### src/sv/nzce_pkg.sv
// Shared constants, codes and types of the nonzero coordinate extractor.
package nzce_pkg;

    // Tensor shape limits
    localparam int MAX_RANK    = 6;
    localparam int EXTENT_BITS = 16;
    localparam int ERANK_W     = $clog2(MAX_RANK + 1);

    // Fixed field widths
    localparam int NUM_COORDS  = 6;
    localparam int COORD_W     = 16;
    localparam int COUNT_W     = 32;
    localparam int ELEM_W      = 32;
    localparam int KIND_W      = 3;
    localparam int RANK_W      = 3;
    localparam int CFG_IDX_W   = 3;
    localparam int CFG_DATA_W  = 16;

    // Result queue size
    localparam int RQ_DEPTH    = 4;
    localparam int RQ_PTR_W    = $clog2(RQ_DEPTH);
    localparam int RQ_CNT_W    = $clog2(RQ_DEPTH + 1);

    // Element encodings; the eighth code compares all bits like i32
    typedef enum logic [KIND_W-1:0] {
        KIND_F32  = 3'd0,
        KIND_BF16 = 3'd1,
        KIND_F16  = 3'd2,
        KIND_I32  = 3'd3,
        KIND_U32  = 3'd4,
        KIND_I8   = 3'd5,
        KIND_U8   = 3'd6
    } t_kind;

    // Configuration register map
    typedef enum logic [CFG_IDX_W-1:0] {
        REG_KIND     = 3'd0,
        REG_RANK     = 3'd1,
        REG_EXTENT_0 = 3'd2,
        REG_EXTENT_1 = 3'd3,
        REG_EXTENT_2 = 3'd4,
        REG_EXTENT_3 = 3'd5,
        REG_EXTENT_4 = 3'd6,
        REG_EXTENT_5 = 3'd7
    } t_cfg_reg;

    typedef logic [COORD_W-1:0]     t_coord;
    typedef logic [EXTENT_BITS-1:0] t_extent;

    // One result beat as held in the queue
    typedef struct packed {
        t_coord [NUM_COORDS-1:0] coord;
        logic [COUNT_W-1:0]      pos;
        logic                    summary;
    } t_result;

    // Up to two results pushed per accepted element; e1 only with e0
    typedef struct packed {
        logic    push0;
        logic    push1;
        t_result e0;
        t_result e1;
    } t_rq_push;

endpackage

### src/sv/nzce_coord.sv
// Coordinate counters with carry-chain advance and the nonzero tally.
module nzce_coord
    import nzce_pkg::*;
(
    input  logic                 i_clk,
    input  logic                 i_rst_n,
    input  logic                 i_adv,
    input  logic                 i_nonzero,
    input  logic                 i_last,
    input  logic [ERANK_W-1:0]   i_rank,
    input  t_extent              i_extent [MAX_RANK],
    output t_extent              o_pos [MAX_RANK],
    output logic [COUNT_W-1:0]   o_tally
);

    t_extent              r_pos [MAX_RANK];
    t_extent              n_pos [MAX_RANK];
    logic [COUNT_W-1:0]   r_tally;
    logic [COUNT_W-1:0]   n_tally;

    // Step the innermost active dimension, ripple the wrap outward
    always_comb begin
        logic                 carry;
        logic                 wrap;
        logic [EXTENT_BITS:0] inc_v;
        t_extent              ext_eff;
        carry = 1'b1;
        for (int d = MAX_RANK - 1; d >= 0; d--) begin
            n_pos[d] = r_pos[d];
            ext_eff  = (i_extent[d] == '0) ? t_extent'(1) : i_extent[d];
            inc_v    = {1'b0, r_pos[d]} + (EXTENT_BITS + 1)'(1);
            wrap     = (inc_v >= {1'b0, ext_eff});
            if (d < int'(i_rank)) begin
                if (carry) begin
                    n_pos[d] = wrap ? '0 : inc_v[EXTENT_BITS-1:0];
                end
                carry = carry & wrap;
            end
        end
        n_tally = r_tally + COUNT_W'(i_nonzero);
        // Drop all state at the end of a tensor
        if (i_last) begin
            for (int d = 0; d < MAX_RANK; d++) begin
                n_pos[d] = '0;
            end
            n_tally = '0;
        end
    end

    // Advance on every accepted element beat
    always_ff @(posedge i_clk) begin
        if (!i_rst_n) begin
            for (int d = 0; d < MAX_RANK; d++) begin
                r_pos[d] <= '0;
            end
            r_tally <= '0;
        end else if (i_adv) begin
            r_pos   <= n_pos;
            r_tally <= n_tally;
        end
    end

    assign o_pos   = r_pos;
    assign o_tally = r_tally;

endmodule

### src/sv/nzce_rq.sv
// Small result queue: up to two pushes and one pop per cycle.
module nzce_rq
    import nzce_pkg::*;
(
    input  logic     i_clk,
    input  logic     i_rst_n,
    input  t_rq_push i_push,
    output logic     o_room,
    output logic     o_valid,
    input  logic     i_ready,
    output t_result  o_head
);

    t_result              r_mem [RQ_DEPTH];
    logic [RQ_PTR_W-1:0]  r_wr_ptr;
    logic [RQ_PTR_W-1:0]  r_rd_ptr;
    logic [RQ_CNT_W-1:0]  r_count;
    logic [RQ_PTR_W-1:0]  n_wr_ptr;
    logic [RQ_PTR_W-1:0]  n_rd_ptr;
    logic [RQ_CNT_W-1:0]  n_count;
    logic [RQ_PTR_W-1:0]  wr_ptr_1;
    logic [1:0]           push_n;
    logic                 pop;

    assign pop      = (r_count != '0) && i_ready;
    assign push_n   = {1'b0, i_push.push0} + {1'b0, i_push.push1};
    assign wr_ptr_1 = r_wr_ptr + RQ_PTR_W'(1);
    assign n_wr_ptr = r_wr_ptr + RQ_PTR_W'(push_n);
    assign n_rd_ptr = r_rd_ptr + RQ_PTR_W'(pop);
    assign n_count  = r_count + RQ_CNT_W'(push_n) - RQ_CNT_W'(pop);

    // Store pushed results
    always_ff @(posedge i_clk) begin
        if (i_push.push0) begin
            r_mem[r_wr_ptr] <= i_push.e0;
        end
        if (i_push.push1) begin
            r_mem[wr_ptr_1] <= i_push.e1;
        end
    end

    // Advance pointers and fill level
    always_ff @(posedge i_clk) begin
        if (!i_rst_n) begin
            r_wr_ptr <= '0;
            r_rd_ptr <= '0;
            r_count  <= '0;
        end else begin
            r_wr_ptr <= n_wr_ptr;
            r_rd_ptr <= n_rd_ptr;
            r_count  <= n_count;
        end
    end

    // Room for a worst-case element (two results)
    assign o_room  = (r_count <= RQ_CNT_W'(RQ_DEPTH - 2));
    assign o_valid = (r_count != '0);
    assign o_head  = r_mem[r_rd_ptr];

endmodule

### src/sv/nonzero_coordinate_extractor_top.sv
// Top level of the nonzero coordinate extractor.
//
//   channel  | handshake                      | payload
//   ---------+--------------------------------+----------------------------------------
//   element  | i_in_valid / o_in_ready        | i_element_bits, i_final_element
//   result   | o_out_valid / i_out_ready      | o_coord_0..5, o_list_position,
//            |                                | o_is_summary, o_total_nonzero
//   config   | i_cfg_we (no wait)             | i_cfg_index, i_cfg_data
//
// One element beat is taken per cycle while the queue has room. An element yields zero,
// one or two result beats into a four-entry result queue, so with one result per element
// and i_out_ready held high the sustained rate is one element per cycle; a final nonzero
// element also pushes a summary beat behind its result. o_in_ready depends only on
// queue fill, never on i_out_ready. Synchronous active-low reset clears counters,
// tally and queue, and returns the config registers to their defaults.
module nonzero_coordinate_extractor_top
    import nzce_pkg::*;
(
    input  logic                    i_clk,
    input  logic                    i_rst_n,
    input  logic                    i_in_valid,
    output logic                    o_in_ready,
    input  logic [ELEM_W-1:0]       i_element_bits,
    input  logic                    i_final_element,
    input  logic                    i_cfg_we,
    input  logic [CFG_IDX_W-1:0]    i_cfg_index,
    input  logic [CFG_DATA_W-1:0]   i_cfg_data,
    output logic                    o_out_valid,
    input  logic                    i_out_ready,
    output logic [COORD_W-1:0]      o_coord_0,
    output logic [COORD_W-1:0]      o_coord_1,
    output logic [COORD_W-1:0]      o_coord_2,
    output logic [COORD_W-1:0]      o_coord_3,
    output logic [COORD_W-1:0]      o_coord_4,
    output logic [COORD_W-1:0]      o_coord_5,
    output logic [COUNT_W-1:0]      o_list_position,
    output logic                    o_is_summary,
    output logic [COUNT_W-1:0]      o_total_nonzero
);

    logic [KIND_W-1:0]    r_kind;
    logic [RANK_W-1:0]    r_rank;
    t_extent              r_extent [MAX_RANK];

    logic                 accept;
    logic                 nonzero;
    logic [ERANK_W-1:0]   erank;
    t_extent              pos [MAX_RANK];
    logic [COUNT_W-1:0]   tally;
    t_result              elem_res;
    t_result              sum_res;
    t_rq_push             push;
    t_result              head;
    logic                 room;

    // Hold configuration registers
    always_ff @(posedge i_clk) begin
        if (!i_rst_n) begin
            r_kind <= KIND_W'(KIND_F32);
            r_rank <= RANK_W'(1);
            for (int d = 0; d < MAX_RANK; d++) begin
                r_extent[d] <= t_extent'(1);
            end
        end else if (i_cfg_we) begin
            unique case (t_cfg_reg'(i_cfg_index))
                REG_KIND: r_kind <= i_cfg_data[KIND_W-1:0];
                REG_RANK: r_rank <= i_cfg_data[RANK_W-1:0];
                REG_EXTENT_0, REG_EXTENT_1, REG_EXTENT_2,
                REG_EXTENT_3, REG_EXTENT_4, REG_EXTENT_5: begin
                    for (int d = 0; d < MAX_RANK; d++) begin
                        if (d == int'(i_cfg_index) - int'(REG_EXTENT_0)) begin
                            r_extent[d] <= t_extent'(i_cfg_data);
                        end
                    end
                end
                default: ;
            endcase
        end
    end

    // Clamp rank to the supported dimension count
    assign erank = (int'(r_rank) > MAX_RANK) ? ERANK_W'(MAX_RANK) : ERANK_W'(r_rank);

    // Zero test per element kind; signed float zeros are zero
    always_comb begin
        unique case (t_kind'(r_kind))
            KIND_F32:            nonzero = (i_element_bits[30:0] != '0);
            KIND_BF16, KIND_F16: nonzero = (i_element_bits[14:0] != '0);
            KIND_I8, KIND_U8:    nonzero = (i_element_bits[7:0] != '0);
            default:             nonzero = (i_element_bits != '0);
        endcase
    end

    assign accept     = i_in_valid && room;
    assign o_in_ready = room;

    nzce_coord u_coord (
        .i_clk     (i_clk),
        .i_rst_n   (i_rst_n),
        .i_adv     (accept),
        .i_nonzero (nonzero),
        .i_last    (i_final_element),
        .i_rank    (erank),
        .i_extent  (r_extent),
        .o_pos     (pos),
        .o_tally   (tally)
    );

    // Build element and summary results
    always_comb begin
        elem_res = '0;
        for (int j = 0; j < NUM_COORDS; j++) begin
            if (j < MAX_RANK && j < int'(erank)) begin
                elem_res.coord[j] = COORD_W'(pos[j]);
            end
        end
        elem_res.pos     = tally;
        elem_res.summary = 1'b0;

        sum_res         = '0;
        sum_res.pos     = tally + COUNT_W'(nonzero);
        sum_res.summary = 1'b1;
    end

    // Pack the pushes; the summary always follows the element result
    always_comb begin
        logic has_elem;
        logic has_sum;
        has_elem   = accept && nonzero && (erank != '0);
        has_sum    = accept && i_final_element;
        push.push0 = has_elem || has_sum;
        push.push1 = has_elem && has_sum;
        push.e0    = has_elem ? elem_res : sum_res;
        push.e1    = sum_res;
    end

    nzce_rq u_rq (
        .i_clk   (i_clk),
        .i_rst_n (i_rst_n),
        .i_push  (push),
        .o_room  (room),
        .o_valid (o_out_valid),
        .i_ready (i_out_ready),
        .o_head  (head)
    );

    // Drive result fields from the queue head
    assign o_coord_0       = head.coord[0];
    assign o_coord_1       = head.coord[1];
    assign o_coord_2       = head.coord[2];
    assign o_coord_3       = head.coord[3];
    assign o_coord_4       = head.coord[4];
    assign o_coord_5       = head.coord[5];
    assign o_list_position = head.pos;
    assign o_is_summary    = head.summary;
    assign o_total_nonzero = head.summary ? head.pos : '0;

endmodule
### config.mk
export PLATFORM = sky130hd
export DESIGN_NAME = nonzero_coordinate_extractor_top
export DESIGN_NICKNAME = d
export VERILOG_FILES = /design/src/sv/nzce_pkg.sv /design/src/sv/nzce_coord.sv /design/src/sv/nzce_rq.sv /design/src/sv/nonzero_coordinate_extractor_top.sv
export SDC_FILE = /design/constraint.sdc
export NUM_CORES = 2
export LEC_CHECK = 0
export ABC_AREA = 1
export BUFFER_PORTS_ARGS = -buffer_cell sky130_fd_sc_hd__buf_2
export CORE_AREA = 8 8 391 393
export DETAILED_ROUTE_END_ITERATION = 6
export DIE_AREA = 0 0 399 401
export PLACE_DENSITY_LB_ADDON = 0.12
export SLEW_MARGIN = 5
export SYNTH_ARGS = -nofsm -noshare
export SYNTH_HDL_FRONTEND = slang
export SYNTH_HIERARCHICAL = 1
export SYNTH_SLANG_ARGS = --single-unit
export TNS_END_PERCENT = 5
### constraint.sdc
create_clock -name i_clk -period 29.9 [get_ports i_clk]
set_input_delay 5.98 -clock i_clk [delete_from_list [all_inputs] [get_ports i_clk]]
set_output_delay 5.98 -clock i_clk [all_outputs]
set_load 0.1 [all_outputs]
==> results summary <==
The run finished with clean final reports. After synthesis, the mean cell area works out to 7.89 µm². The number of pins exceeding their max-slew limit in the final report came out at 0. The final count of hold timing violations is 0.

The sink count of the clock tree came out at 753. The x dimension of the die is 399 µm. For the finished layout, the period the worst path requires is 10.76 ns. Timing analysis after detailed placement gives a worst setup slack of 18.32 ns. The depth of the CTS H-tree is 3. After layout, the design draws a total of 4.74 mW.

The ratio of total power to cell area came out at 96.3 nW/µm². The proportion of total power due to net switching is 50.8%. STA classifies the critical path startpoint as an input pin. The layer flagged by global routing as most heavily used is met2.

The number of placed instances with taps included came out at 7516. The post-layout instance count excluding filler cells is 7696. The via count of the first global-routing pass is 33800. The placeable core region is 147000 µm².

The path depth of the worst reg2reg path is 9. The number of gates on the worst path with buffers counted is 9. The synthesized netlist devotes 15.4% of its cell area to compound gates. The worst clock skew came out at 0.0384 ns.

The clock share of power is 24.2%. The number of buffers and inverters on the critical path is 3. The total CTS buffers came out at 93. The number of cells upsized or downsized after cts came out at 0.

In this run the worst hold path is classified as reg -> reg. The fraction of layout instances using a drive strength above 1 came out at 10.4%. The count of nets left with antenna violations after detail routing came out at 0. The worst-case setup margin in the final layout is 19.14 ns. The clock-pin transition on the worst setup and hold timing paths came out at 0.06 ns. The slowest stage of the critical path is the sky130_fd_sc_hd__a31oi_4 cell. The post-CTS repair timing setup buffer count came out at 0.

The routed via count divided by cell count is 4.67. The number of storage elements in the synthesis netlist is 753. The largest family of logic cells by synthesized area is simple AND/OR/NAND/NOR gates.

The port buffer count is 219. The largest total area in the synthesized netlist belongs to sky130_fd_sc_hd__edfxtp_1. The number of buffers added to fix hold violations after cts came out at 0. In the synthesized netlist, the cells that appear most often are sky130_fd_sc_hd__nand2_1, sky130_fd_sc_hd__inv_1, sky130_fd_sc_hd__edfxtp_1. The total wire length came out at 137000 µm.

Setup repair after global routing left no endpoint under its margin. The critical path goes through buf_2, nand2_1, a31oi_4, nand2_8, nor2_1, nand3_4, o31ai_4, buf_4, buf_4. The post-detailed-route DRC marker count came out at 0.

The cell-internal power is 2.33 mW. The signal arrival time at the worst endpoint came out at 11.04 ns. The count of endpoints failing setup in the final report is 0.

TritonCTS built the clock tree. The XOR/XNOR share of the synthesized area is 2.06%. The required arrival time at the worst endpoint came out at 30.19 ns. The worst slew margin relative to its limit is 20.4%. The number of warnings reported in the yosys synthesis log came out at 6. The combinational share of power is 45.8%. On the critical path the largest part of the delay comes from simple AND/OR/NAND/NOR gates.

In the synthesized netlist the dominant register cell turns out to be sky130_fd_sc_hd__edfxtp_1. The maximum number of pins on one net before global-route repair is 207. The longest clock path from root to sink contains 3 buffers. The top fanout value on the critical path is 54.

The distinct cell type count after synthesis is 58. The mean routed wirelength per cell came out at 17.8 µm. The combined global-route utilization of all metal layers came out at 16.7%.

The met2 global-route usage came out at 25.9%. The hold-critical path depth came out at 2. Summed over all cells, the static leakage comes to 18.8 nW. The proportion of power drawn by flip-flops and latches came out at 30.0%. The critical path in this run is classified as in -> reg. Relative to the synthesized area, the layout overhead comes to 12.8%. The full die area is 160000 µm². The synthesized netlist occupies a cell area of 43600 µm². The boundary pin count is 220.

The cell that appears most often on the critical path is sky130_fd_sc_hd__buf_4. The number of maximum-capacitance violations came out at 0. The first global-routing pass estimated 208000 µm of wire.

The master cell of the clock root buffer is sky130_fd_sc_hd__clkbuf_16. The congestion estimate from routability-driven global placement came to 0.822. The met1 usage in global routing is 24.4%.

The share of synthesized registers carrying an async set or reset came out at 0%. STA classifies the critical path endpoint as a flop. The floorplan row count came out at 141.

The adder-cell share of the synthesized area came out at 3.32%. Yosys mapped a number of flops with a built-in enable equal to 516. The met3 track demand over resource in global routing is 2.31%.

The simple-gate area share of the yosys netlist is 22.5%. The fraction of synthesized area in multiplexers is 0%. Adding up every negative setup slack in the final design gives 0 ns. For this design the total switching power over the nets is 2.41 mW. The largest single stage delay on the critical path is 0.87 ns. Derived from the worst setup path, the maximum achievable clock frequency is 93.0 MHz. The detailed-routing iteration count for the pre-antenna-repair pass came out at 6. The leftover overflow at the end of global routing is 0. The die extent in y came out at 401 µm.

The fraction of the cycle the final worst path needs is 36.0%. The starting density of the core is 29.7%. The layout net count came out at 5853. sky130_fd_sc_hd__nand2_1 is the most common cell in the netlist.

The top cell type's share of synthesized area is 35.5%. The HPWL after detailed placement came out at 91700 µm. The sequential fraction of the synthesis area is 46.4%. For the worst-skew pair, the clock arrives at the later sink with an insertion delay of 0.69 ns. The detailed router finished its first iteration with 2080 violations. The maximum resistive drop on vdd came out at 117 µV. The cell count after synthesis came out at 5530.

The transition at the pin with the smallest max-transition slack is 1.19 ns. Ranked by total cell area, the synthesized netlist is headed by sky130_fd_sc_hd__edfxtp_1, sky130_fd_sc_hd__nand2_1, sky130_fd_sc_hd__dfxtp_1. The total via count after detailed routing came out at 36000. The initial antenna violation count is 7.
[power by group through the flow]
stage                     clock network [mW]  registers [mW]  logic, mW
after global routing                    1.22            1.44       2.31
after floorplan                            0            1.47       1.74
final                                   1.15            1.42       2.17
after global placement                     0            1.44       2.20
after CTS                               1.18            1.42       2.21
after detailed placement                   0            1.45       2.21
[per-stage QoR]
stage / util, % / hold WS (ns) / instance area [µm²]
floorplan: - / 0.446 / 44000
global placement: 31.4 / 0.462 / 46100
detailed placement: 31.4 / 0.465 / 46100
CTS: 33.5 / 0.481 / 49200
global route: 33.5 / 0.511 / 49200
finish: 33.5 / 0.478 / 49200
[path summary, 6_finish.rpt]
| check | endpoint | from | slack (ns) |
|---|---|---|---|
| max | u_rq/r_mem[2][54] | i_in_valid | 19.14 |
| min | r_rank[0] | r_rank[0] | 0.48 |
| max reg2reg | u_rq/r_mem[2][54] | u_rq/r_count[0] | 23.93 |
| min reg2reg | r_rank[0] | r_rank[0] | 0.48 |
[sequential cells by signal (all words and copies together), names as in the netlist]
name             count
r_rank               3
u_rq/r_count         3
r_kind               3
u_rq/r_mem         516
u_coord/o_pos       96
u_coord/o_tally     32
u_rq/r_wr_ptr        2
r_extent            96
u_rq/r_rd_ptr        2
[layer usage]
metal  vias to the layer above  wire length, µm
met5                         -                0
met4                         0             2320
met3                       129             5880
met2                       647            59700
met1                     16700            69400
li1                      18500                -
[cell families (layout without fill, tap and decap cells)]
logic type | Yosys count | count (layout)
adders and majority gates | 115 | 115
other | 2 | 102
buffers and inverters | 1027 | 1163
xor gates and xnor gates | 102 | 102
and+or+nand+nor | 2280 | 2280
AOI/OAI and AO/OA | 1251 | 1251
DFF | 753 | 753
[worst reg2reg max path, delay by kind of cell (launching register included)]
family,cells,cell delay (ns)
AOI/OAI and AO/OA,3,1.56
buffers and inverters,2,1.39
and+or+nand+nor,4,2.23
DFF,1,0.32
[layout make-up]
cell class,count,area (µm²)
fillers,15600,97600
flip-flops and latches,753,20200
multi-input cells,3845,19300
inverters,726,2730
clock buffers,126,2620
well taps,1930,2410
repair buffers,262,1450
clock inverters,49,463
diodes,5,12.5
[placed cells by master (no fill, tap or decap), types with 4 or more instances in the layout]
cell / n
sky130_fd_sc_hd__clkinvlp_4: 5
sky130_fd_sc_hd__nand3_2: 8
sky130_fd_sc_hd__o21ai_1: 414
sky130_fd_sc_hd__conb_1: 97
sky130_fd_sc_hd__nand3b_1: 18
sky130_fd_sc_hd__nor2_1: 397
sky130_fd_sc_hd__clkinv_2: 19
sky130_fd_sc_hd__nand2_4: 4
sky130_fd_sc_hd__nor2_2: 112
sky130_fd_sc_hd__and3_1: 4
sky130_fd_sc_hd__a41o_1: 5
sky130_fd_sc_hd__o21a_1: 6
sky130_fd_sc_hd__nand3_1: 170
sky130_fd_sc_hd__nor4_1: 31
sky130_fd_sc_hd__clkinv_1: 13
sky130_fd_sc_hd__clkbuf_16: 100
sky130_fd_sc_hd__nor3_2: 6
sky130_fd_sc_hd__dfxtp_1: 235
sky130_fd_sc_hd__buf_2: 218
sky130_fd_sc_hd__o211ai_1: 136
sky130_fd_sc_hd__inv_1: 706
sky130_fd_sc_hd__bufinv_16: 7
sky130_fd_sc_hd__ha_1: 114
sky130_fd_sc_hd__nor3_1: 31
sky130_fd_sc_hd__nand2_2: 14
sky130_fd_sc_hd__nor2_4: 8
sky130_fd_sc_hd__nand2_1: 1396
sky130_fd_sc_hd__edfxtp_1: 516
sky130_fd_sc_hd__buf_4: 42
sky130_fd_sc_hd__nand3_4: 5
sky130_fd_sc_hd__diode_2: 5
sky130_fd_sc_hd__xor2_1: 63
sky130_fd_sc_hd__clkbuf_1: 24
sky130_fd_sc_hd__inv_2: 17
sky130_fd_sc_hd__o21ai_0: 382
sky130_fd_sc_hd__a21oi_1: 292
sky130_fd_sc_hd__xnor2_1: 38
sky130_fd_sc_hd__nand4_1: 59
Power figures use the tool's default switching activity.
